[src/hdl/blm_pkg.sv]
// ----------------------------------------------------------------------------
// Battery level monitor package
// Shared widths, item and state types, opcodes and the charge level table.
// ----------------------------------------------------------------------------
`default_nettype none

package blm_pkg;

    // ADC resolution used for scaling the raw samples.
    localparam int ADC_BITS = 12;

    // Field widths.
    localparam int SAMPLE_W   = 12;
    localparam int TICK_W     = 32;
    localparam int REF_W      = 13;
    localparam int INTERVAL_W = 16;
    localparam int CUR_W      = 13;
    localparam int VOLT_W     = 14;
    localparam int LEVEL_W    = 7;
    localparam int CFG_DATA_W = 16;
    localparam int CFG_IDX_W  = 1;

    // Item widths on the stream ports.
    localparam int IN_DATA_W  = 64;
    localparam int OUT_DATA_W = 40;

    // Scaling products carry one extra bit for the doubled reference.
    localparam int PROD_W = REF_W + SAMPLE_W + 1;
    localparam int SUM_W  = CUR_W + 3;

    localparam logic [CUR_W-1:0]  CUR_MAX  = '1;
    localparam logic [VOLT_W-1:0] VOLT_MAX = '1;

    // Configuration register reset values and indexes.
    localparam logic [REF_W-1:0]      REF_MV_RESET   = REF_W'(3300);
    localparam logic [INTERVAL_W-1:0] INTERVAL_RESET = INTERVAL_W'(40);
    localparam logic [CFG_IDX_W-1:0]  REG_REF_MV        = 1'b0;
    localparam logic [CFG_IDX_W-1:0]  REG_POLL_INTERVAL = 1'b1;

    typedef enum logic {
        OP_ADC_DONE = 1'b0,
        OP_POLL     = 1'b1
    } opcode_t;

    typedef struct packed {
        opcode_t             opcode;
        logic [SAMPLE_W-1:0] current_sample;
        logic [SAMPLE_W-1:0] voltage_sample;
        logic [TICK_W-1:0]   tick_count;
        logic                charge_pin_level;
        logic                standby_pin_level;
    } in_item_t;

    typedef struct packed {
        logic [REF_W-1:0]      ref_mv;
        logic [INTERVAL_W-1:0] poll_interval;
    } cfg_t;

    typedef struct packed {
        logic [CUR_W-1:0]   current_avg;
        logic [VOLT_W-1:0]  voltage;
        logic [TICK_W-1:0]  next_tick;
        logic [LEVEL_W-1:0] level;
        logic               charging;
        logic               charged;
    } blm_state_t;

    typedef struct packed {
        logic [CUR_W-1:0]   current_ma;
        logic [VOLT_W-1:0]  voltage_mv;
        logic [LEVEL_W-1:0] level_pct;
        logic               charging;
        logic               charged;
        logic               start_conversion;
    } result_t;

    // Voltage thresholds in descending order with their charge levels.
    localparam int LEVEL_STEPS = 10;
    localparam logic [VOLT_W-1:0] LEVEL_MV [LEVEL_STEPS] = '{
        14'd4200, 14'd4150, 14'd4100, 14'd4000, 14'd3900,
        14'd3800, 14'd3700, 14'd3600, 14'd3500, 14'd3400
    };
    localparam logic [LEVEL_W-1:0] LEVEL_PCT [LEVEL_STEPS] = '{
        7'd100, 7'd95, 7'd90, 7'd80, 7'd70, 7'd50, 7'd30, 7'd20, 7'd10, 7'd5
    };

    // The first threshold that the voltage exceeds sets the level.
    function automatic logic [LEVEL_W-1:0] look_up_level(input logic [VOLT_W-1:0] mv);
        logic [LEVEL_W-1:0] pct;
        pct = '0;
        for (int i = LEVEL_STEPS - 1; i >= 0; i--)
        begin
            if (mv > LEVEL_MV[i])
            begin
                pct = LEVEL_PCT[i];
            end
        end
        return pct;
    endfunction

endpackage

`default_nettype wire

[src/hdl/blm_datapath.sv]
// ----------------------------------------------------------------------------
// Battery level monitor datapath
// Computes the updated monitor state and the result for one item.
// ----------------------------------------------------------------------------
`default_nettype none

module blm_datapath (
    input  blm_pkg::in_item_t   item,
    input  blm_pkg::cfg_t       cfg,
    input  blm_pkg::blm_state_t state,
    output blm_pkg::blm_state_t state_next,
    output blm_pkg::result_t    result
);
    import blm_pkg::*;

    logic [PROD_W-1:0] cur_prod;
    logic [PROD_W-1:0] volt_prod;
    logic [PROD_W-1:0] cur_scaled;
    logic [PROD_W-1:0] volt_scaled;
    logic [CUR_W-1:0]  cur_sat;
    logic [VOLT_W-1:0] volt_sat;
    logic [SUM_W-1:0]  avg_sum;
    logic              poll_fire;

    // Scale both samples by the reference voltage; the voltage divider halves
    // the battery voltage, so its product uses twice the reference.
    always_comb
    begin
        cur_prod    = PROD_W'(cfg.ref_mv) * PROD_W'(item.current_sample);
        volt_prod   = PROD_W'({cfg.ref_mv, 1'b0}) * PROD_W'(item.voltage_sample);
        cur_scaled  = cur_prod >> ADC_BITS;
        volt_scaled = volt_prod >> ADC_BITS;
        cur_sat     = (cur_scaled > PROD_W'(CUR_MAX)) ? CUR_MAX : cur_scaled[CUR_W-1:0];
        volt_sat    = (volt_scaled > PROD_W'(VOLT_MAX)) ? VOLT_MAX
                                                         : volt_scaled[VOLT_W-1:0];
    end

    // Running average (avg*7 + new) / 8; the sum never exceeds the width.
    assign avg_sum = (SUM_W'({state.current_avg, 3'b000}) - SUM_W'(state.current_avg))
                   + SUM_W'(cur_sat);

    assign poll_fire = (item.opcode == OP_POLL) && (item.tick_count > state.next_tick);

    // State update per opcode.
    always_comb
    begin
        state_next = state;
        case (item.opcode)
            OP_ADC_DONE:
            begin
                state_next.current_avg = avg_sum[SUM_W-1:3];
                state_next.voltage     = volt_sat;
            end
            OP_POLL:
            begin
                state_next.charging = ~item.charge_pin_level;
                state_next.charged  = ~item.standby_pin_level;
                if (poll_fire)
                begin
                    state_next.next_tick = item.tick_count
                                         + TICK_W'(cfg.poll_interval);
                    state_next.level     = look_up_level(state.voltage);
                end
            end
            default:
            begin
                state_next = state;
            end
        endcase
    end

    // The result shows the state after the update.
    always_comb
    begin
        result.current_ma       = state_next.current_avg;
        result.voltage_mv       = state_next.voltage;
        result.level_pct        = state_next.level;
        result.charging         = state_next.charging;
        result.charged          = state_next.charged;
        result.start_conversion = poll_fire;
    end

endmodule

`default_nettype wire

[src/hdl/battery_level_monitor_unit.sv]
// Path: an accepted item is held in the input register and its result item
// is offered from the result register, where it waits while the receiver stalls.
// Throughput: one item per cycle while results are taken; the input register
// and the result register let a new item enter while a finished result waits.
// Reset: asynchronous, active low; clears all monitor state and both
// stages, and loads ref_mv = 3300 and poll_interval = 40.
// ----------------------------------------------------------------------------
// Battery level monitor top level
// Stream front end with an input register, the datapath and a result register.
// ----------------------------------------------------------------------------
`default_nettype none

module battery_level_monitor_unit (
    input  wire                                clk,
    input  wire                                rst_n,
    // Configuration write port.
    input  wire                                cfg_we,
    input  wire  [blm_pkg::CFG_IDX_W-1:0]      cfg_index,
    input  wire  [blm_pkg::CFG_DATA_W-1:0]     cfg_data,
    // Input items.
    input  wire                                s_axis_tvalid,
    output logic                               s_axis_tready,
    // tdata from bit 0: current_sample[11:0], voltage_sample[23:12],
    // tick_count[55:24], charge_pin_level[56], standby_pin_level[57], zeros.
    input  wire  [blm_pkg::IN_DATA_W-1:0]      s_axis_tdata,
    // tuser: opcode.
    input  wire                                s_axis_tuser,
    // Result items.
    output logic                               m_axis_tvalid,
    input  wire                                m_axis_tready,
    // tdata from bit 0: current_ma[12:0], voltage_mv[26:13], level_pct[33:27],
    // charging[34], charged[35], start_conversion[36], zeros.
    output logic [blm_pkg::OUT_DATA_W-1:0]     m_axis_tdata
);
    import blm_pkg::*;

    cfg_t       cfg_reg;
    in_item_t   item_reg;
    logic       item_valid_reg;
    blm_state_t state_reg;
    blm_state_t state_next;
    result_t    result_next;
    result_t    result_reg;
    logic       out_valid_reg;
    logic       advance;
    in_item_t   item_in;

    // Unpack the input item.
    always_comb
    begin
        item_in.opcode            = opcode_t'(s_axis_tuser);
        item_in.current_sample    = s_axis_tdata[11:0];
        item_in.voltage_sample    = s_axis_tdata[23:12];
        item_in.tick_count        = s_axis_tdata[55:24];
        item_in.charge_pin_level  = s_axis_tdata[56];
        item_in.standby_pin_level = s_axis_tdata[57];
    end

    // Configuration registers.
    always_ff @(posedge clk or negedge rst_n)
    begin
        if (!rst_n)
        begin
            cfg_reg.ref_mv        <= REF_MV_RESET;
            cfg_reg.poll_interval <= INTERVAL_RESET;
        end
        else if (cfg_we)
        begin
            case (cfg_index)
                REG_REF_MV:        cfg_reg.ref_mv        <= cfg_data[REF_W-1:0];
                REG_POLL_INTERVAL: cfg_reg.poll_interval <= cfg_data[INTERVAL_W-1:0];
                default:           cfg_reg <= cfg_reg;
            endcase
        end
    end

    // The held item moves on when the result register is free or being read.
    assign advance       = item_valid_reg && (!out_valid_reg || m_axis_tready);
    assign s_axis_tready = !item_valid_reg || advance;

    // Input register.
    always_ff @(posedge clk or negedge rst_n)
    begin
        if (!rst_n)
        begin
            item_valid_reg <= 1'b0;
        end
        else if (s_axis_tready)
        begin
            item_valid_reg <= s_axis_tvalid;
        end
    end

    always_ff @(posedge clk)
    begin
        if (s_axis_tvalid && s_axis_tready)
        begin
            item_reg <= item_in;
        end
    end

    blm_datapath u_datapath (
        .item       (item_reg),
        .cfg        (cfg_reg),
        .state      (state_reg),
        .state_next (state_next),
        .result     (result_next)
    );

    // Monitor state is updated once per processed item.
    always_ff @(posedge clk or negedge rst_n)
    begin
        if (!rst_n)
        begin
            state_reg <= '0;
        end
        else if (advance)
        begin
            state_reg <= state_next;
        end
    end

    // Result register.
    always_ff @(posedge clk or negedge rst_n)
    begin
        if (!rst_n)
        begin
            out_valid_reg <= 1'b0;
        end
        else if (advance)
        begin
            out_valid_reg <= 1'b1;
        end
        else if (m_axis_tready)
        begin
            out_valid_reg <= 1'b0;
        end
    end

    always_ff @(posedge clk)
    begin
        if (advance)
        begin
            result_reg <= result_next;
        end
    end

    // Pack the result item.
    assign m_axis_tvalid = out_valid_reg;
    assign m_axis_tdata  = {3'b000,
                            result_reg.start_conversion,
                            result_reg.charged,
                            result_reg.charging,
                            result_reg.level_pct,
                            result_reg.voltage_mv,
                            result_reg.current_ma};

endmodule

`default_nettype wire

[config.mk]
export PLATFORM = sky130hd
export DESIGN_NAME = battery_level_monitor_unit
export DESIGN_NICKNAME = d
export VERILOG_FILES = /design/src/hdl/blm_pkg.sv /design/src/hdl/blm_datapath.sv /design/src/hdl/battery_level_monitor_unit.sv
export SDC_FILE = /design/constraint.sdc
export NUM_CORES = 1
export LEC_CHECK = 0
export BUFFER_PORTS_ARGS = -buffer_cell sky130_fd_sc_hd__buf_2
export CAP_MARGIN = 20
export CORE_MARGIN = 8
export CORE_UTILIZATION = 30
export CTS_BUF_LIST = sky130_fd_sc_hd__clkbuf_8
export CTS_CLUSTER_SIZE = 16
export DETAILED_ROUTE_END_ITERATION = 16
export RECOVER_POWER = 50
export SLEW_MARGIN = 15
export SYNTH_ARGS = -nofsm -noshare
export SYNTH_HDL_FRONTEND = slang
export SYNTH_HIERARCHICAL = 1
export SYNTH_SLANG_ARGS = --single-unit
[constraint.sdc]
create_clock -name clk -period 10.33 [get_ports clk]
set_input_delay 1.033 -clock clk [delete_from_list [all_inputs] [get_ports clk]]
set_output_delay 1.033 -clock clk [all_outputs]
set_load 0.03 [all_outputs]
==> out/metrics.cfg, run 1 <==
[yosys]
synthTopCellsByArea=fa_1 (23%), edfxtp_1 (14%), dfrtp_1 (11%)
yosys_most_used_dff=edfxtp_1
yosys.area.top_type_share_pct=22.9
ys_async_sr_fraction_pct=50.8
synth_top_cell_by_area=fa_1
syn_avg_cell_area_um2=9.92
ys_seq_elements=195
synth_cells=2021
ys_types=75
synth-edff-count=96
synth_area_um2=20000
yosys_warnings=6
seq_area_frac_synth_pct=26.8

[timing]
fin_tns_setup_ns=0
fmax_mhz=113
finalSetupViolCount=0
slew_viol_final=219
finalCritPeriodShare_pct=85.5
rsz0062_at_grt=no
worst_pin_slew_ns=4.51
relSlewSlack_pct=-201
hold_viol=0
period_needed_ns=8.83
clock_skew_ns=0.0286

[run]
cap_viol_max_count=4

[critical_path]
r2r-start=cfg_reg[18]
worst-endpoint-required_ns=10.80
crit_slowest_cell=dfstp_2
rr_endpoint=state_reg[67]
cp_slowest_stage_delay_ns=0.95
cp_data_arrival_time_ns=9.30
ff2ff_path_depth=31
end_kind=register
r2r_slack_ns=1.50
cpMostUsedCell=fa_1
cp-start-kind=register
worstPathMaxFanout=25
criticalPathCategory=reg -> reg

[grt]
grt_start_max_net_pins=60
grt_antenna_before_repair=2
grt_pass1_vias=15000
gr-usage-all-layers_pct=13.2
grt_overflow=0
grt_pass1_wl_um=78500

[floorplan]
die_area_um2=75300
die_x_um=274
io_pins=129
coreArea_um2=66000
start_util_pct=30.4
die_h_um=274
rows=94

[status]
violations=max-capacitance violations, max-slew violations
status=finished, violations left

[layout]
final_common_cell=inv_1
fill_cells=6709
drive_above_1_share_pct=14.1
layout.nets=2551
largest_reg_flops=68
antenna_cells=0
final_cell_mix=inv_1 (345), nand2_1 (281), fa_1 (229), ha_1 (181), buf_2 (105)
fin_util_pct=32.8
area_growth_pct=7.82

[route]
drt_pre_antenna_iters=5
vias=14000
drtAntennaViolNets=0
post_drt_wl_per_cell_um=16.5
viasPerCell=4.76
drt_wl_total_um=48500
drt-initial-drc-count=648
drc=0

[cts]
root_buffer=clkbuf_8
clock_sinks=195
cts_buffers=17
clk_pin_slew_ns=0.12
cts_setup_buffers=0
cts_tree=yes
clk_latency_ns=0.58
clk_path_buf_depth=2
cts_hold_buf=0
htree_levels=4
cts_resized=0

[min_path]
holdPathStages=1
min_from=state_reg[3]
hold_path.class=reg -> reg
min_to=state_reg[3]

[place]
portBuffers=119
gp_routability_congestion=0.864
dpl.hpwl_um=37300

==> Yosys cell counts, drive strengths merged (16+ instances only) <==
cell type	instances
inv	346
nand2	282
fa	229
ha	181
and2	101
mux2	99
edfxtp	96
dfrtp	91
clkbuf	69
o21ai	68
a21oi	59
nor2	58
buf	53
xnor2	37
xor2	21
a21o	20
nand3	17
nor3	16
==> cell type report <==
cell class / instances / area [um^2] / area share [%]
clock buffer: 17 / 234 / 1.08
tap: 864 / 1080 / 5.00
inverter: 346 / 1300 / 6.01
timing repair buffer: 134 / 683 / 3.16
sequential: 195 / 5370 / 24.8
clock inverter: 15 / 204 / 0.944
multi-input combinational: 1360 / 12700 / 59.0
==> metal layers <==
layer  vias up  share of wire (%)  track usage [%]
met5         -              0.027                0
met4         2                2.4             4.41
met3        78                4.4             2.62
met2       343                 50             22.9
met1      7041                 43             16.2
li1       6499                  -                -
==> cells by family (layout without fill, tap and decap cells) <==
family | count (synthesis) | count (layout) | synth area share (%)
other cells | 1 | 3 | 0.0187
buf+inv | 468 | 512 | 9.68
compound gates | 228 | 228 | 7.47
flops | 195 | 195 | 26.8
xor+xnor | 58 | 58 | 2.53
simple gates | 555 | 555 | 13.3
fa+ha+maj | 410 | 410 | 34.2
mux | 106 | 106 | 6.08
==> per-stage QoR <==
step	setup WS [ns]	area, um^2	hold slack, ns	std cells
final	1.50	21600	0.516	2931
after global routing	1.04	21600	0.533	2931
after global placement	1.67	21200	0.486	2899
after floorplan	2.35	20100	0.477	2023
after detailed placement	1.60	21200	0.493	2899
after CTS	1.55	21700	0.417	2931
==> worst max path at each step <==
stage | end | startpoint | slack [ns]
after floorplan | state_reg[67] | cfg_reg[18] | 2.35
after global routing | state_reg[67] | cfg_reg[18] | 1.04
after CTS | state_reg[67] | cfg_reg[18] | 1.55
final | state_reg[67] | cfg_reg[18] | 1.50
after global placement | state_reg[67] | cfg_reg[18] | 1.67
after detailed placement | state_reg[67] | cfg_reg[18] | 1.60
==> critical path, delay by kind of cell, from the launching register on <==
family / cells / cell delay, ns
AO/OA/AOI/OAI: 10 / 1.85
XOR/XNOR: 3 / 0.59
adder cells (fa/ha/maj): 8 / 3.75
buffers and inverters: 4 / 0.19
flip-flops: 1 / 0.95
multiplexers: 1 / 0.27
AND/OR/NAND/NOR: 5 / 1.11
Power of run 1 is not shown: default switching activity piles up to over one toggle a cycle in this logic, so the estimate is an artifact.
==> inputs of run 2 (changes only) <==
Settings changed: PLACE_DENSITY from default to 0.48, SYNTH_HIERARCHICAL 1 to default.
Clock period 10.33 ns to 10.4 ns, I/O delays scaled along.
==> run 2 against run 1 <==
The run still ends with max-capacitance violations, max-slew violations left. Global-route usage rose by 0.065 points. Utilization up 0.39 points. Via count fell by 2.3%. Die area down 2.9%. Sequential share of layout area increased by 0.38 points. Synthesized cell count down 1.0%. Critical endpoint is now m_axis_tdata[11].
==> out/metrics.cfg, run 2 <==
[status]
status=finished, violations left
violations=max-capacitance violations, max-slew violations

[timing]
fmax_mhz=118
slew_viol_final=224
hold_viol=0
finalSetupViolCount=0
fin_tns_setup_ns=0
rsz0062_at_grt=no
clock_skew_ns=0.0204
relSlewSlack_pct=-198
setup_ws_ns=1.95
worst_pin_slew_ns=4.47
period_needed_ns=8.45
finalCritPeriodShare_pct=81.2

[yosys]
yosysMostFrequentCell=inv_1
synth_common_cells=inv_1 (345), nand2_1 (324), fa_1 (229), ha_1 (181), and2_1 (102)
yosys.area.top_type_share_pct=23.6
yosys_most_used_dff=edfxtp_1
synth_area_um2=19400
synth-edff-count=96
synthTopCellsByArea=fa_1 (24%), edfxtp_1 (15%), dfrtp_1 (12%)
ys_seq_elements=195
synth_cells=2000
synth_top_cell_by_area=fa_1
syn_avg_cell_area_um2=9.71
ys_async_sr_fraction_pct=50.8
ys_types=70
seq_area_frac_synth_pct=27.7
yosys_warnings=0

[layout]
largest_reg_flops=68
final_area_um2=21300
final_cell_mix=inv_1 (346), nand2_1 (324), fa_1 (229), ha_1 (181), buf_2 (106)
area_growth_pct=9.65
drive_above_1_share_pct=10.9
final_common_cell=inv_1
layout.nets=2566

[grt]
grt_start_max_net_pins=65
grt_pass1_wl_um=77800
grt_overflow=0
grt_pass1_vias=14800
gr-usage-all-layers_pct=13.2
grt_antenna_before_repair=2

[cts]
clk_path_buf_depth=2
clk_latency_ns=0.57
htree_levels=4
cts_setup_buffers=0
clock_sinks=195
cts_resized=0
root_buffer=clkbuf_8
cts_hold_buf=0
clk_pin_slew_ns=0.11
cts_buffers=17
cts_tree=yes

[floorplan]
rows=93
die_area_um2=73100
coreArea_um2=64200
start_util_pct=30.2
io_pins=129
die_x_um=270
die_h_um=270

[critical_path]
ff2ff_path_depth=30
cpMostUsedCell=fa_1
r2r-start=cfg_reg[23]
path_depth=30
cp_data_arrival_time_ns=8.67
r2r_slack_ns=1.95
cp-start-kind=register
rr_endpoint=m_axis_tdata[11]
end_kind=register
worst-endpoint-required_ns=10.62
criticalPathCategory=reg -> reg
worstPathMaxFanout=25
cp_slowest_stage_delay_ns=0.96
crit_slowest_cell=dfstp_2
path_delay_family=adder cells
worst-path-buf-inv=4

[route]
drc=0
drtAntennaViolNets=0
post_drt_wl_per_cell_um=16.0
drt_wl_total_um=47000
wl_met2_um=23700
top_layer_used=met4
wl_met1_um=20700
wl_met3_um=1600
vias=13600
drt_pre_antenna_iters=6
viasPerCell=4.64
drt-initial-drc-count=693

[place]
dpl.hpwl_um=36400
place_ws_ns=1.95
portBuffers=119
placed_cell_area_um2=20900
gp_routability_congestion=0.849

[run]
cap_viol_max_count=4

[min_path]
min_to=state_reg[22]
min_from=state_reg[22]
hold_path.class=reg -> reg
holdPathStages=2

run 2: changes by cell type after synthesis, moves of 10 or more:
cell	before	now
nand2_1	281	324
xnor2_1	37	48
a21o_1	20	30
mux2_2	90	55
o21ai_0	62	87
buf_4	40	3
run 2: cells by family after synthesis:
family	share of synthesized area, %
xor gates and xnor gates	2.98
other	0.0193
buffers and inverters	8.41
adders and majority gates	35.3
DFF	27.7
AOI/OAI and AO/OA	7.93
muxes	3.37
and+or+nand+nor	14.4
run 2: layout make-up:
| type | instances | area (um^2) |
|---|---|---|
| Sequential cell | 195 | 5370 |
| Clock buffer | 17 | 234 |
| Antenna cell | 3 | 7.51 |
| Tap cell | 855 | 1070 |
| Fill cell | 6702 | 42900 |
| Multi-Input combinational cell | 1377 | 12400 |
| Inverter | 345 | 1290 |
| Timing Repair Buffer | 133 | 677 |
| Clock inverter | 15 | 198 |
run 2: metrics by stage:
| step | utilization, % | hold WS [ns] | cells |
|---|---|---|---|
| floorplan | - | 0.449 | 2002 |
| global placement | 32.5 | 0.464 | 2905 |
| detailed placement | 32.5 | 0.469 | 2905 |
| CTS | 33.2 | 0.396 | 2937 |
| global route | 33.1 | 0.520 | 2938 |
| finish | 33.1 | 0.490 | 2940 |
run 2: worst max path at each step:
| stage | from | slack, ns | endpoint |
|---|---|---|---|
| 3_3_place_gp | cfg_reg[21] | 2.02 | m_axis_tdata[12] |
| 3_5_place_dp | cfg_reg[18] | 1.95 | m_axis_tdata[12] |
| 5_1_grt | cfg_reg[23] | 1.27 | m_axis_tdata[11] |
| 4_1_cts | cfg_reg[18] | 1.95 | m_axis_tdata[12] |
| 2_1_floorplan | cfg_reg[21] | 2.84 | m_axis_tdata[12] |
| 6_report | cfg_reg[23] | 1.95 | m_axis_tdata[11] |
run 2: metal layers:
layer | track usage [%] | up-vias
li1 | - | 6546
met1 | 16.4 | 6810
met2 | 23.0 | 225
met3 | 2.63 | 63
met4 | 4.14 | 0
met5 | 0 | -
run 2: tightest hold or removal path, cell delays in order (launching register included):
cell     delay, ns
dfrtp_1       0.36
nand2_1       0.05
o31ai_1       0.05
Power of run 2 is left out for the same reason.
